`config.mk`:
```
export PLATFORM = sky130hd
export DESIGN_NAME = url_percent_decoder
export DESIGN_NICKNAME = d
export VERILOG_FILES = /design/src/upd_pkg.sv /design/src/url_percent_decoder.sv /design/src/upd_step.sv
export VERILOG_INCLUDE_DIRS = /design/src /design/src/src
export SDC_FILE = /design/constraint.sdc
export NUM_CORES = 1
export LEC_CHECK = 0
export CORE_MARGIN = 3
export CORE_UTILIZATION = 50
export CTS_CLUSTER_DIAMETER = 60
export CTS_CLUSTER_SIZE = 10
export DETAILED_ROUTE_END_ITERATION = 10
export DONT_BUFFER_PORTS = 1
export GPL_ROUTABILITY_DRIVEN = 0
export GPL_TIMING_DRIVEN = 0
export HOLD_SLACK_MARGIN = 0.06
export PLACE_DENSITY_LB_ADDON = 0.12
export SLEW_MARGIN = 40
export SYNTH_ARGS = -nofsm -noshare
export SYNTH_HDL_FRONTEND = slang
export SYNTH_SLANG_ARGS = --single-unit
export TNS_END_PERCENT = 5
```
`constraint.sdc`:
```
create_clock -name clock -period 8.1 [get_ports clock]
set_clock_uncertainty 0.15 [all_clocks]
set_input_delay 1.215 -clock clock [delete_from_list [all_inputs] [get_ports clock]]
set_output_delay 1.215 -clock clock [all_outputs]
set_load 0.01 [all_outputs]
```
`src/assert_macros.svh`:
```
`ifndef ASSERT_MACROS_SVH
`define ASSERT_MACROS_SVH

// same-cycle implication
`define ASSERT_IMPL(lbl, clk, rst, ante, cons) \
   lbl: assert property (@(posedge clk) disable iff (rst) (ante) |-> (cons)) \
      else $error("assertion failed");

// next-cycle implication
`define ASSERT_NEXT(lbl, clk, rst, ante, cons) \
   lbl: assert property (@(posedge clk) disable iff (rst) (ante) |=> (cons)) \
      else $error("assertion failed");

`endif

```
`src/upd_pkg.sv`:
```
package upd_pkg;

   localparam int CSR_ADDR_W = 3;
   localparam int CSR_DATA_W = 32;

   localparam logic [CSR_ADDR_W-1:0] ADDR_QUERY_MODE = 3'd0;

   localparam logic [7:0] CH_PLUS    = 8'h2b;
   localparam logic [7:0] CH_PERCENT = 8'h25;
   localparam logic [7:0] CH_SPACE   = 8'h20;
   localparam logic [7:0] CH_A       = 8'h41;
   localparam logic [7:0] CH_ZERO    = 8'h30;
   localparam logic [7:0] CASE_MASK  = 8'hdf;
   localparam logic [7:0] LETTER_OFS = 8'd10;

   typedef struct packed {
      logic [7:0] in_byte;
      logic       in_last;
   } req_word_type;

   typedef struct packed {
      logic [7:0] out_byte;
      logic       out_last;
      logic       truncated;
   } rsp_word_type;

   typedef enum logic [2:0] {
      PH_IDLE  = 3'b001,
      PH_OPEN  = 3'b010,
      PH_DIGIT = 3'b100
   } phase_type;

   typedef struct packed {
      phase_type  phase;
      logic [3:0] high_digit;
   } dec_state_type;

   function automatic logic [7:0] digit_value(input logic [7:0] d);
      if (d >= CH_A) begin
         return (d & CASE_MASK) - CH_A + LETTER_OFS;
      end
      return d - CH_ZERO;
   endfunction

endpackage

```
`src/url_percent_decoder.sv`:
```
// channel | direction | handshake            | payload
// req     | in        | req_valid, req_stall | req_word (in_byte, in_last)
// rsp     | out       | rsp_valid, rsp_stall | rsp_word (out_byte, out_last, truncated)
// csr     | in        | psel, penable, pready| paddr, pwdata, prdata (query_mode)
//
// One word per cycle sustained while rsp_stall does not hold the result register; a taken
// word that yields a byte goes from the input register through the result register to rsp_word.
// The escape decode is one pass between the input register and the result register.
// Synchronous active-high reset clears valids, escape phase and query_mode.
// The input register keeps taking one word while a result is stalled, then req_stall rises.
module url_percent_decoder (
   input  logic                                clock,
   input  logic                                reset,
   input  logic                                req_valid,
   output logic                                req_stall,
   input  upd_pkg::req_word_type               req_word,
   output logic                                rsp_valid,
   input  logic                                rsp_stall,
   output upd_pkg::rsp_word_type               rsp_word,
   input  logic                                psel,
   input  logic                                penable,
   input  logic                                pwrite,
   input  logic [upd_pkg::CSR_ADDR_W-1:0]      paddr,
   input  logic [upd_pkg::CSR_DATA_W-1:0]      pwdata,
   output logic [upd_pkg::CSR_DATA_W-1:0]      prdata,
   output logic                                pready
);
   import upd_pkg::*;
`include "assert_macros.svh"

   logic          in_valid_ff, in_valid_in;
   req_word_type  in_word_ff;
   logic          out_valid_ff, out_valid_in;
   rsp_word_type  out_word_ff;
   dec_state_type state_ff, state_in;
   logic          query_mode_ff, query_mode_in;
   logic          advance;
   logic          have;
   rsp_word_type  step_word;
   logic          csr_write;

   upd_step u_step (
      .req_word   (in_word_ff),
      .query_mode (query_mode_ff),
      .state_cur  (state_ff),
      .state_next (state_in),
      .have       (have),
      .rsp_word   (step_word)
   );

   assign advance = in_valid_ff && (!out_valid_ff || !rsp_stall);
   assign req_stall = in_valid_ff && !advance;
   assign in_valid_in = req_stall ? in_valid_ff : req_valid;

   always_comb begin
      out_valid_in = out_valid_ff && rsp_stall;
      if (advance) begin
         out_valid_in = have;
      end
   end

   assign csr_write = psel && penable && pwrite && pready;
   assign query_mode_in = (csr_write && paddr == ADDR_QUERY_MODE) ? pwdata[0] : query_mode_ff;
   assign pready = 1'b1;
   assign prdata = (paddr == ADDR_QUERY_MODE) ?
                   {{(CSR_DATA_W-1){1'b0}}, query_mode_ff} : '0;

   assign rsp_valid = out_valid_ff;
   assign rsp_word = out_word_ff;

   always_ff @(posedge clock) begin
      if (reset) begin
         in_valid_ff <= 1'b0;
         out_valid_ff <= 1'b0;
         state_ff.phase <= PH_IDLE;
         state_ff.high_digit <= 4'h0;
         query_mode_ff <= 1'b0;
      end else begin
         in_valid_ff <= in_valid_in;
         out_valid_ff <= out_valid_in;
         query_mode_ff <= query_mode_in;
         if (advance) begin
            state_ff <= state_in;
         end
      end
   end

   always_ff @(posedge clock) begin
      if (req_valid && !req_stall) begin
         in_word_ff <= req_word;
      end
      if (advance && have) begin
         out_word_ff <= step_word;
      end
   end

   `ASSERT_IMPL(a_trunc_form, clock, reset,
                out_valid_ff && out_word_ff.truncated,
                out_word_ff.out_last && out_word_ff.out_byte == 8'h00)
   `ASSERT_NEXT(a_hold_input, clock, reset,
                in_valid_ff && out_valid_ff && rsp_stall,
                in_valid_ff && $stable(in_word_ff))
   `ASSERT_NEXT(a_last_idle, clock, reset,
                advance && in_word_ff.in_last,
                state_ff.phase == PH_IDLE)

endmodule

```
`src/upd_step.sv`:
```
module upd_step (
   input  upd_pkg::req_word_type  req_word,
   input  logic                   query_mode,
   input  upd_pkg::dec_state_type state_cur,
   output upd_pkg::dec_state_type state_next,
   output logic                   have,
   output upd_pkg::rsp_word_type  rsp_word
);
   import upd_pkg::*;

   logic [7:0] b;
   logic [7:0] dv;
   logic [7:0] val;
   logic       have_raw;
   logic       pending;

   always_comb begin
      b = (query_mode && req_word.in_byte == CH_PLUS) ? CH_SPACE : req_word.in_byte;
      dv = digit_value(b);
      val = b;
      have_raw = 1'b0;
      state_next = state_cur;
      case (state_cur.phase)
         PH_OPEN: begin
            if (b == CH_PERCENT) begin
               val = CH_PERCENT;
               have_raw = 1'b1;
               state_next.phase = PH_IDLE;
            end else begin
               state_next.high_digit = dv[3:0];
               state_next.phase = PH_DIGIT;
            end
         end
         PH_DIGIT: begin
            val = {state_cur.high_digit, 4'b0000} + dv;
            have_raw = 1'b1;
            state_next.phase = PH_IDLE;
         end
         default: begin
            if (b == CH_PERCENT) begin
               state_next.phase = PH_OPEN;
            end else begin
               have_raw = 1'b1;
               state_next.phase = PH_IDLE;
            end
         end
      endcase

      pending = req_word.in_last && (state_next.phase != PH_IDLE);
      if (req_word.in_last) begin
         state_next.phase = PH_IDLE;
      end

      if (pending) begin
         have = 1'b1;
         rsp_word.out_byte = 8'h00;
         rsp_word.out_last = 1'b1;
         rsp_word.truncated = 1'b1;
      end else begin
         have = have_raw;
         rsp_word.out_byte = val;
         rsp_word.out_last = req_word.in_last;
         rsp_word.truncated = 1'b0;
      end
   end

endmodule
```
* After elaboration in Yosys (flattened, before gate mapping)
Index checks and enable logic that the tools add are counted.
Storage, ports and cells: register bits 29, latch bits 0, RAM bits 0, ROM bits 0, output and inout port bits 45, memories 0
Operators by class: add/sub/neg operators 4, multipliers 0, divide/modulo/power cells 0, $lt $le $gt $ge 1, equality and inequality tests 5, shift operators 0, mux-type cells 17, bitwise logic cells 1, reduce and logical (&&, ||, !) cells 17
Operators with widths (number):
- two-way mux 8 bit | 4
- equality test 8 x 6 -> 1 bit, second input constant | 2
- case mux 8 bit (2 select lines) | 1
- logical AND 1 bit | 10
- adder 8 x 4 -> 8 bit, second input constant | 1
- adder 8 bit | 1
- >= comparator 8 x 7 -> 1 bit, second input constant | 1
- subtractor 8 x 6 -> 8 bit, second input constant | 1
- subtractor 8 x 7 -> 8 bit, second input constant | 1
- two-way mux 1 bit | 7
- two-way mux 3 bit | 2
- case mux 3 bit (2 select lines) | 1
- zero test 1 bit | 4
- equality test 3 x 2 -> 1 bit, second input constant | 1
- equality test 3 bit, second input constant | 1
- zero test 3 bit | 1
- inequality test 3 x 1 -> 1 bit, second input constant | 1
- AND reduction 3 bit | 1
- two-way mux 2 bit | 1
- case mux 1 bit (2 select lines) | 1
- logical OR 1 bit | 1
- inverter 1 bit | 1

* Depth between registers and ports, before layout
Gate-level depths: netlist of the first run.
depth after elaboration 10, gate-level depth with buffers 16, mapped depth without buffers 15

* Hierarchy
A second synthesis of the first run with hierarchy kept.
Unflattened totals: cells, all modules 205, area total of the unflattened synthesis 1988.2 um^2
By module, submodules not included:
- url_percent_decoder | instances 1, cells an instance 93, area each 1229.9 um^2, seq. area each 770.7 um^2
- upd_step | instances 1, cells an instance 112, area each 758.2 um^2, seq. area each 0.0 um^2

* Worst setup path before layout of the first run
OpenSTA, ideal clock, no wires.
path kind reg2reg, from reg in_word_ff[5] in the netlist's numbering, to reg out_word_ff (netlist bit rsp_word[9]) (data pin), setup time 0.264 ns, arrival 3.070 ns, required time 7.686 ns, setup slack 4.616 ns, stages on the path, launching flop included 15, path buffers 0, clock period less this slack 3.484 ns, path through edfxtp_1 -> inv_1 -> ha_1 -> and2_1 -> and4_1 -> o22ai_1 -> nor2_2 -> o31ai_1 -> ha_1 -> a21o_1 -> a21oi_1 -> xor2_1 -> nand2_1 -> o311ai_2 -> nor3_1
Between the ends: longest elaborated chain between the ends 9, elaborated cells between the ends (all ways) 19, classes of those cells add/sub: 4; order compare: 1; eq/ne: 3; mux: 9; reduce/logical: 2
RTL lines:
- from (decl) | RTL line url_percent_decoder.sv:32 | req_word_type in_word_ff;
- from (signal assigned) | RTL line url_percent_decoder.sv:90 | in_word_ff <= req_word;
- equality test 8 x 6 -> 1 bit | RTL line upd_step.sv:18 | b = (query_mode && req_word.in_byte == CH_PLUS) ? CH_SPACE : req_word.in_byte;
- logical AND 1 bit | RTL line upd_step.sv:18
- two-way mux 8 bit (*) | RTL line upd_step.sv:18
- subtractor 8 x 7 -> 8 bit | RTL line upd_pkg.sv:40 | return (d & CASE_MASK) - CH_A + LETTER_OFS;
- adder 8 x 4 -> 8 bit | RTL line upd_pkg.sv:40
- two-way mux 8 bit | RTL line upd_pkg.sv:39 | if (d >= CH_A) begin
- two-way mux 8 bit | RTL line upd_pkg.sv:42 | return d - CH_ZERO;
- adder 8 bit | RTL line upd_step.sv:35 | val = {state_cur.high_digit, 4'b0000} + dv;
- case mux 8 bit (2 select lines) | RTL line upd_step.sv:23 | case (state_cur.phase)
- to (signal assigned) | RTL line url_percent_decoder.sv:93 | out_word_ff <= step_word;
- to (decl) | RTL line url_percent_decoder.sv:34 | rsp_word_type out_word_ff;
Mark *: on every way between the ends. The rest lies on a longest branch, timed or not. The select of a mux whose other input is x is not followed. A chain may end at the register's enable or synchronous reset.

* Final worst setup path of the first run
Same ends and word-level chain as after synthesis.

==> results.toml, run 1 <==
[logic_synthesis]
synth_area_um2 = 1950
synthCells = 204
yosys_most_used_dff = "edfxtp_1"
async_reset_ff_share_pct = 0
synth-seq-cells = 29
synth-edff-count = 19
ys_seq_area_share_pct = 39.5
synth.distinct_cells = 52
ys_warn_count = 0
synth.avg_cell_area_um2 = 9.56

[power_and_ir_drop]
max-vdd-ir-drop_uv = 122
powerDensity_nw_per_um2 = 153
leakagePower_nw = 1.02

[clock_tree]
clockBufferDepth = 2
cts_hold_buf = 0
root_buffer = "clkbuf_8"
clk_latency_ns = 0.28
h-tree-depth = 2
clk_pin_slew_ns = 0.06
cts_sinks = 29
cts_buffers = 5
cts-resized-gates = 0
post_cts_buffers = 0
cts_tree = "yes"

[cells_and_area]
layout_common_cells = "32 x buf_4, 32 x conb_1, 19 x edfxtp_1, 18 x nor2_1, 12 x nand2_1"
regArea_um2 = 771
diodes = 0
drive_gt1_share_pct = 20.2
fill_cells = 343
area_delta_synth_final_pct = 13.7
layoutNonFillerInstCount = 290
nets = 304
multi_input_area_um2 = 988

[critical_path]
worst-setup-path-type = "flip-flop to flip-flop"
crit_path_top_delay_cell = "o31ai_1"
path_max_fanout = 8
slowest_delay_ns = 0.47
path_cells = "inv_1, ha_1, and2_1, and4_1, o22ai_1, nor2_2, o31ai_1, ha_1, a21o_1, a21oi_1, xor2_1, nand2_1, o311ai_2, nor3_1"
start_kind = "flip-flop"
end_kind = "flip-flop"
crit_top_cell = "ha_1"
crit_arrival_ns = 3.83
worstPathRequired_ns = 7.97

[floorplanning]
num_rows = 22
dieWidth_um = 68.4
initial_core_util_pct = 52.5
coreArea_um2 = 3720
boundaryPins = 96
die_h_um = 68.4
dieArea_um2 = 4680

[sta]
rsz0062_at_grt = "false"
setup_viol_count_final = 0
slew_viol_final = 0
timing.final.crit_share_pct = 48.8
max_freq_ghz = 0.253
period_minus_slack_ns = 3.96
tightest_slew_ns = 0.711
whs_ns = 0.361
relSlewSlack_pct = 52.5
fin_tns_setup_ns = 0
timing.final.hold_violations = 0

[route]
route.detailed.drc = 0
vias = 1436
wl_mm = 3.44
first_pass_iters = 4
drtIter0Drc = 76
avgViaCountPerCell = 4.95
ant_nets = 0
wl_per_cell_um = 11.9

[placement]
dp_cells = 282
port_buffers = 0
dp_hpwl_mm = 2.70

[grt]
grt_max_degree = 11
grt_usage_pct = 16.6
first_global_vias = 1259
grt_pass1_wl_mm = 5.65
gr-total-overflow = 0
antenna_found_initial = 0

[flow_run]
max_cap_violations = 0

[hold_path]
hold_class = "flip-flop to flip-flop"

[run_status]
status = "complete, no violations"
[critical path, delay by kind of cell (launching register included)]
family,cells,cell delay (ns)
DFF,1,0.45
AOI/OAI and AO/OA,5,1.39
xor gates and xnor gates,1,0.29
buffers and inverters,1,0.11
adders and majority gates,2,0.53
and+or+nand+nor,5,0.78
[report_power, final]
part / leakage (nW) / switching, mW / internal, mW
clock network: 0.0486 / 0.0515 / 0.0671
registers: 0.263 / 0.00644 / 0.165
logic: 0.709 / 0.0272 / 0.0222
total: 1.02 / 0.0852 / 0.254
[cell families after synthesis]
kind of cell	synth area share, %
mux	2.18
xor+xnor	3.15
compound gates	13.5
simple gates	17.5
flops	39.5
other cells	0.385
buf+inv	15.7
fa+ha+maj	8.09
[metrics by stage]
stage	total power, mW	util, %	cell area (um2)	setup slack [ns]
floorplan	0.216	-	2060	4.62
global placement	0.223	57.1	2120	4.22
detailed placement	0.223	57.1	2120	4.18
CTS	0.344	59.6	2210	4.16
global route	0.358	59.6	2220	3.84
finish	0.339	59.6	2220	4.14
[final timing paths]
| kind | from | endpoint | slack [ns] | depth (start not counted) |
|---|---|---|---|---|
| max reg2reg | in_word_ff[5] | rsp_word[9] | 4.14 | 14 |
| min | in_valid_ff | rsp_valid | 0.36 | 2 |
| min reg2reg | in_valid_ff | rsp_valid | 0.36 | 2 |
| max | in_word_ff[5] | rsp_word[9] | 4.14 | 14 |
[final cells by class]
| type | count | share of cell area, % |
|---|---|---|
| inverters | 8 | 1.36 |
| flip-flops and latches | 29 | 34.8 |
| clock inverters | 2 | 0.395 |
| multi-input cells | 158 | 44.6 |
| plain buffers | 39 | 12.4 |
| well taps | 48 | 2.71 |
| clock buffers | 6 | 3.73 |
[registers in the layout (all words and copies together) (netlist names)]
register / flops
in_valid_ff: 1
in_word_ff: 9
query_mode_ff: 1
rsp_valid: 1
rsp_word: 10
state_ff: 7
[Yosys cell counts, types with 3 or more instances]
cell | number | area share [%]
buf_4 | 32 | 12
edfxtp_1 | 19 | 29
nor2_1 | 19 | 3.7
nand2_1 | 12 | 2.3
ha_1 | 11 | 7.1
dfxtp_1 | 10 | 10
a21oi_1 | 8 | 2.1
inv_1 | 8 | 1.5
o21ai_0 | 6 | 1.5
a31oi_1 | 5 | 1.6
nor3_1 | 5 | 1.3
clkbuf_1 | 4 | 0.77
nor2b_1 | 4 | 1.3
xnor2_1 | 4 | 1.8
a311oi_1 | 3 | 1.3
and2_1 | 3 | 0.96
o22ai_1 | 3 | 0.96
xor2_1 | 3 | 1.3
[per-layer routing]
metal  track usage (%)  vias to the layer above  routed length (um)
li1                  -                      739                   -
met1              21.6                      627                1630
met2              25.0                       63                1510
met3              4.93                        7                 234
met4              8.19                        0                  66
met5                 0                        -                   0
No activity file was read; power rests on OpenSTA's default activity.
==> inputs of run 2 (changes only) <==
==> constraint.sdc (replaced) <==
create_clock -name clock -period 3.4 [get_ports clock]
set_clock_uncertainty 0.15 [all_clocks]
set_input_delay 0.51 -clock clock [delete_from_list [all_inputs] [get_ports clock]]
set_output_delay 0.51 -clock clock [all_outputs]
set_load 0.01 [all_outputs]
==> results.toml, run 2 (same netlist as run 1, synthesis figures left out) <==
[clock_tree]
cts_sinks = 29
clk_latency_ns = 0.27
clockBufferDepth = 2
h-tree-depth = 2
cts_tree = "yes"
clk_pin_slew_ns = 0.06
cts_hold_buf = 0
root_buffer = "clkbuf_8"
cts_buffers = 5

[grt]
antenna_found_initial = 0
grt_pass1_wl_mm = 5.63
gr-total-overflow = 0
grt_max_degree = 11
first_global_vias = 1277
grt_usage_pct = 16.7

[cells_and_area]
drive_gt1_share_pct = 29.4
layoutNonFillerInstCount = 300
final_common_cell = "buf_4"
largest_reg_flops = 10
layout_common_cells = "42 x buf_4, 32 x conb_1, 19 x edfxtp_1, 18 x nor2_1, 12 x nand2_1"
area_delta_synth_final_pct = 23.1
post-route-util_pct = 64.6
nets = 314
diodes = 0

[sta]
setup_viol_count_final = 0
timing.final.crit_share_pct = 99.4
period_minus_slack_ns = 3.38
worst_slack_ns = 0.0193
max_freq_ghz = 0.296
slew_viol_final = 0
tightest_slew_ns = 0.705
rsz0062_at_grt = "true"
timing.final.hold_violations = 0
relSlewSlack_pct = 52.9

[hold_path]
hold-path-cell-count = 0
hold_class = "input pin to flip-flop"

[critical_path]
slowest_delay_ns = 0.54
end_kind = "flip-flop"
worst-setup-path-type = "flip-flop to flip-flop"
path_cells = "buf_6, or4_4, a31oi_4, o22ai_4, nor2_4, o22ai_1, a22o_1, ha_2, a21o_1, a21oi_2, xor2_2, nand2_1, o311ai_2, nor3_1"
worstPathRequired_ns = 3.27
crit_path_top_delay_cell = "or4_4"
start_kind = "flip-flop"
path_max_fanout = 9
crit_arrival_ns = 3.25
r2r_cells = 14

[floorplanning]
initial_core_util_pct = 52.5
die_h_um = 68.4
coreArea_um2 = 3720
num_rows = 22
dieArea_um2 = 4680
dieWidth_um = 68.4
boundaryPins = 96

[flow_run]
max_cap_violations = 0

[power_and_ir_drop]
max-vdd-ir-drop_uv = 346
leakagePower_nw = 1.08
powerDensity_nw_per_um2 = 346

[route]
route.detailed.drc = 0
ant_nets = 0
first_pass_iters = 4
wl_mm = 3.67
avgViaCountPerCell = 4.92
drtIter0Drc = 92
vias = 1476
wl_per_cell_um = 12.2

[placement]
dp_cells = 282
port_buffers = 0
pre_cts_ws_ns = -0.374
dp_hpwl_mm = 2.69

[run_status]
status = "complete, no violations"
==> run 2: cell types whose count changed in the layout (fill, tap and decap cells not counted), sizes merged <==
cell    previous run  this run
clkbuf            10        12
clkinv             2         0
buf               35        45
==> run 2: critical path, delay by kind of cell (launching register included) <==
kind                     cells  cell delay, ns
AO/OA/AOI/OAI                7            1.21
flip-flops                   1            0.37
AND/OR/NAND/NOR              4            0.83
buffers and inverters        1            0.15
adder cells (fa/ha/maj)      1            0.18
XOR/XNOR                     1            0.22
==> run 2: power breakdown <==
part           leakage, nW  internal (mW)  switching (mW)
clock               0.0455          0.164           0.115
combinational        0.772         0.0676          0.0757
sequential           0.263          0.393          0.0148
==> run 2: area by class of cell <==
cell class,instances,area [um2]
Sequential cell,29,771
Multi-Input combinational cell,158,1090
Clock buffer,8,90.1
Inverter,8,30.0
Timing Repair Buffer,10,75.1
Fill cell,312,1320
Tap cell,48,60.1
Buffer,39,282
==> run 2: stage by stage <==
step	total power [mW]	cell area, um2	hold WS (ns)	TNS [ns]
after floorplan	0.516	2080	0.320	0
after global placement	0.533	2140	0.347	-0.417
after detailed placement	0.533	2140	0.358	-0.443
after CTS	0.832	2330	0.169	0
after global routing	0.874	2400	0.168	-0.124
final	0.831	2400	0.182	0
==> run 2: worst paths after layout <==
path                   end  slack [ns]          start
max            rsp_word[9]        0.02  in_word_ff[3]
min          in_word_ff[1]        0.18    req_word[1]
max reg2reg    rsp_word[9]        0.02  in_word_ff[3]
min reg2reg      rsp_valid        0.35    in_valid_ff
==> run 2: what timing repair did <==
| item | in CTS | in global routing |
|---|---|---|
| pin swaps | 8 | 6 |
| resized for setup | 11 | 11 |
| buffers inserted | 8 | 2 |
| cloned | 0 | 0 |
| endpoints found under the setup margin | 3 | 2 |
==> run 2: metal layers <==
| layer | part of all wire, % | routed length [um] | up-vias | global-route usage, % |
|---|---|---|---|---|
| met3 | 8.2 | 302 | 8 | 4.60 |
| li1 | - | - | 757 | - |
| met1 | 43 | 1580 | 636 | 21.2 |
| met5 | 0 | 0 | - | 0 |
| met4 | 2.1 | 78 | 0 | 8.44 |
| met2 | 46 | 1700 | 75 | 25.7 |
==> inputs of run 3 (changes only) <==
--- a/config.mk
+++ b/config.mk
@@ -16,6 +16,7 @@
 export GPL_TIMING_DRIVEN = 0
 export HOLD_SLACK_MARGIN = 0.06
 export PLACE_DENSITY_LB_ADDON = 0.12
+export SETUP_SLACK_MARGIN = 0.2
 export SLEW_MARGIN = 40
 export SYNTH_ARGS = -nofsm -noshare
 export SYNTH_HDL_FRONTEND = slang
==> results.toml, run 3 (same netlist as run 1, synthesis figures left out) <==
[sta]
setup_viol_count_final = 0
timing.final.crit_share_pct = 99.8
worst_slack_ns = 0.00707
whs_ns = 0.177
timing.final.hold_violations = 0
slew_viol_final = 0
max_freq_ghz = 0.295
rsz0062_at_grt = "true"
period_minus_slack_ns = 3.39

[cells_and_area]
diodes = 0
multi_input_area_um2 = 1080
layout_common_cells = "41 x buf_4, 32 x conb_1, 19 x edfxtp_1, 18 x nor2_1, 11 x nand2_1"
final_common_cell = "buf_4"
drive_gt1_share_pct = 29.2
fill_cells = 322
largest_reg_flops = 10
layoutNonFillerInstCount = 298
area_delta_synth_final_pct = 21.9
nets = 312
regArea_um2 = 771

[floorplanning]
coreArea_um2 = 3720
dieWidth_um = 68.4
num_rows = 22
dieArea_um2 = 4680
initial_core_util_pct = 52.5
boundaryPins = 96
die_h_um = 68.4

[placement]
pre_cts_ws_ns = -0.113
dp_cells = 282
port_buffers = 0
dp_hpwl_mm = 2.79

[hold_path]
hold_class = "input pin to flip-flop"

[clock_tree]
h-tree-depth = 2
clockBufferDepth = 2
root_buffer = "clkbuf_8"
cts_hold_buf = 0
clk_latency_ns = 0.28
cts_tree = "yes"
cts_buffers = 5
clk_pin_slew_ns = 0.06
cts_sinks = 29

[route]
ant_nets = 0
route.detailed.drc = 0
first_pass_iters = 4
top_layer_used = "met4"
dr_wl_met2_mm = 1.66
vias = 1457
wl_met3_um = 255
wl_mm = 3.62
avgViaCountPerCell = 4.89
wl_met1_mm = 1.64
wl_per_cell_um = 12.1
drtIter0Drc = 87

[critical_path]
worst-setup-path-type = "flip-flop to flip-flop"
worstPathRequired_ns = 3.27
path_max_fanout = 7
crit_arrival_ns = 3.26
end_kind = "flip-flop"
start_kind = "flip-flop"

[power_and_ir_drop]
powerDensity_nw_per_um2 = 358
max-vdd-ir-drop_uv = 260
finalPower_mw = 0.850
leakagePower_nw = 1.08

[run_status]
status = "complete, no violations"

[grt]
grt_pass1_wl_mm = 5.89
gr-total-overflow = 0
grt_max_degree = 11
antenna_found_initial = 0
grt_usage_pct = 17.2
first_global_vias = 1321

[flow_run]
max_cap_violations = 0
[run 3: cell types whose count changed in the layout (fill, tap and decap cells not counted), sizes merged]
cell    change
buf         -2
clkbuf      -1
clkinv      +1
[run 3: through the flow]
| step | setup TNS [ns] | util, % | instance area, um2 |
|---|---|---|---|
| 2_1_floorplan | 0 | - | 2120 |
| 3_3_place_gp | -0.0591 | 58.8 | 2180 |
| 3_5_place_dp | -0.113 | 58.8 | 2180 |
| 4_1_cts | 0 | 62.8 | 2330 |
| 5_1_grt | -0.172 | 63.9 | 2380 |
| 6_report | 0 | 63.9 | 2380 |
[run 3: power breakdown]
part | internal, mW | leakage (nW) | switching [mW] | total, mW
Clock | 0.182 | 0.0542 | 0.120 | 0.302
Sequential | 0.393 | 0.263 | 0.0145 | 0.407
Combinational | 0.0653 | 0.759 | 0.0751 | 0.140
[run 3: worst max-delay path: stages (launching register included)]
cell      delay, ns
edfxtp_1       0.47
or4_4          0.58
a31oi_4        0.16
o22ai_4        0.10
nor2_4         0.20
o22ai_1        0.12
a22o_1         0.23
ha_2           0.18
a21o_1         0.16
a21oi_2        0.18
xor2_2         0.22
nand2_1        0.09
o311ai_2       0.22
nor3_1         0.07
[run 3: routing by layer]
layer / GRT usage [%] / vias to the layer above
li1: - / 758
met1: 22.9 / 631
met2: 26.1 / 61
met3: 4.60 / 7
met4: 7.44 / 0
met5: 0 / -
[run 3: worst paths after layout]
| kind | from | end | slack, ns | cells after the start |
|---|---|---|---|---|
| setup / recovery | in_word_ff[4] | rsp_word[9] | 0.007 | 13 |
| setup reg to reg | in_word_ff[4] | rsp_word[9] | 0.007 | 13 |
| hold reg to reg | in_valid_ff | rsp_valid | 0.37 | 2 |
| hold / removal | req_word[3] | in_word_ff[3] | 0.18 | 0 |
[run 3: repair_timing]
action                     CTS  global route
pin swaps                    3             4
setup endpoints to repair    3             3
setup buffers                4             4
resized for setup            2             2
[run 3: cell type report]
cell class                      instances  area share [%]
Multi-Input combinational cell        158            45.3
Sequential cell                        29            32.4
Buffer                                 39            11.7
Clock buffer                            7            4.05
Timing Repair Buffer                    8            2.53
Tap cell                               48            2.53
Inverter                                8            1.26
Clock inverter                          1           0.211
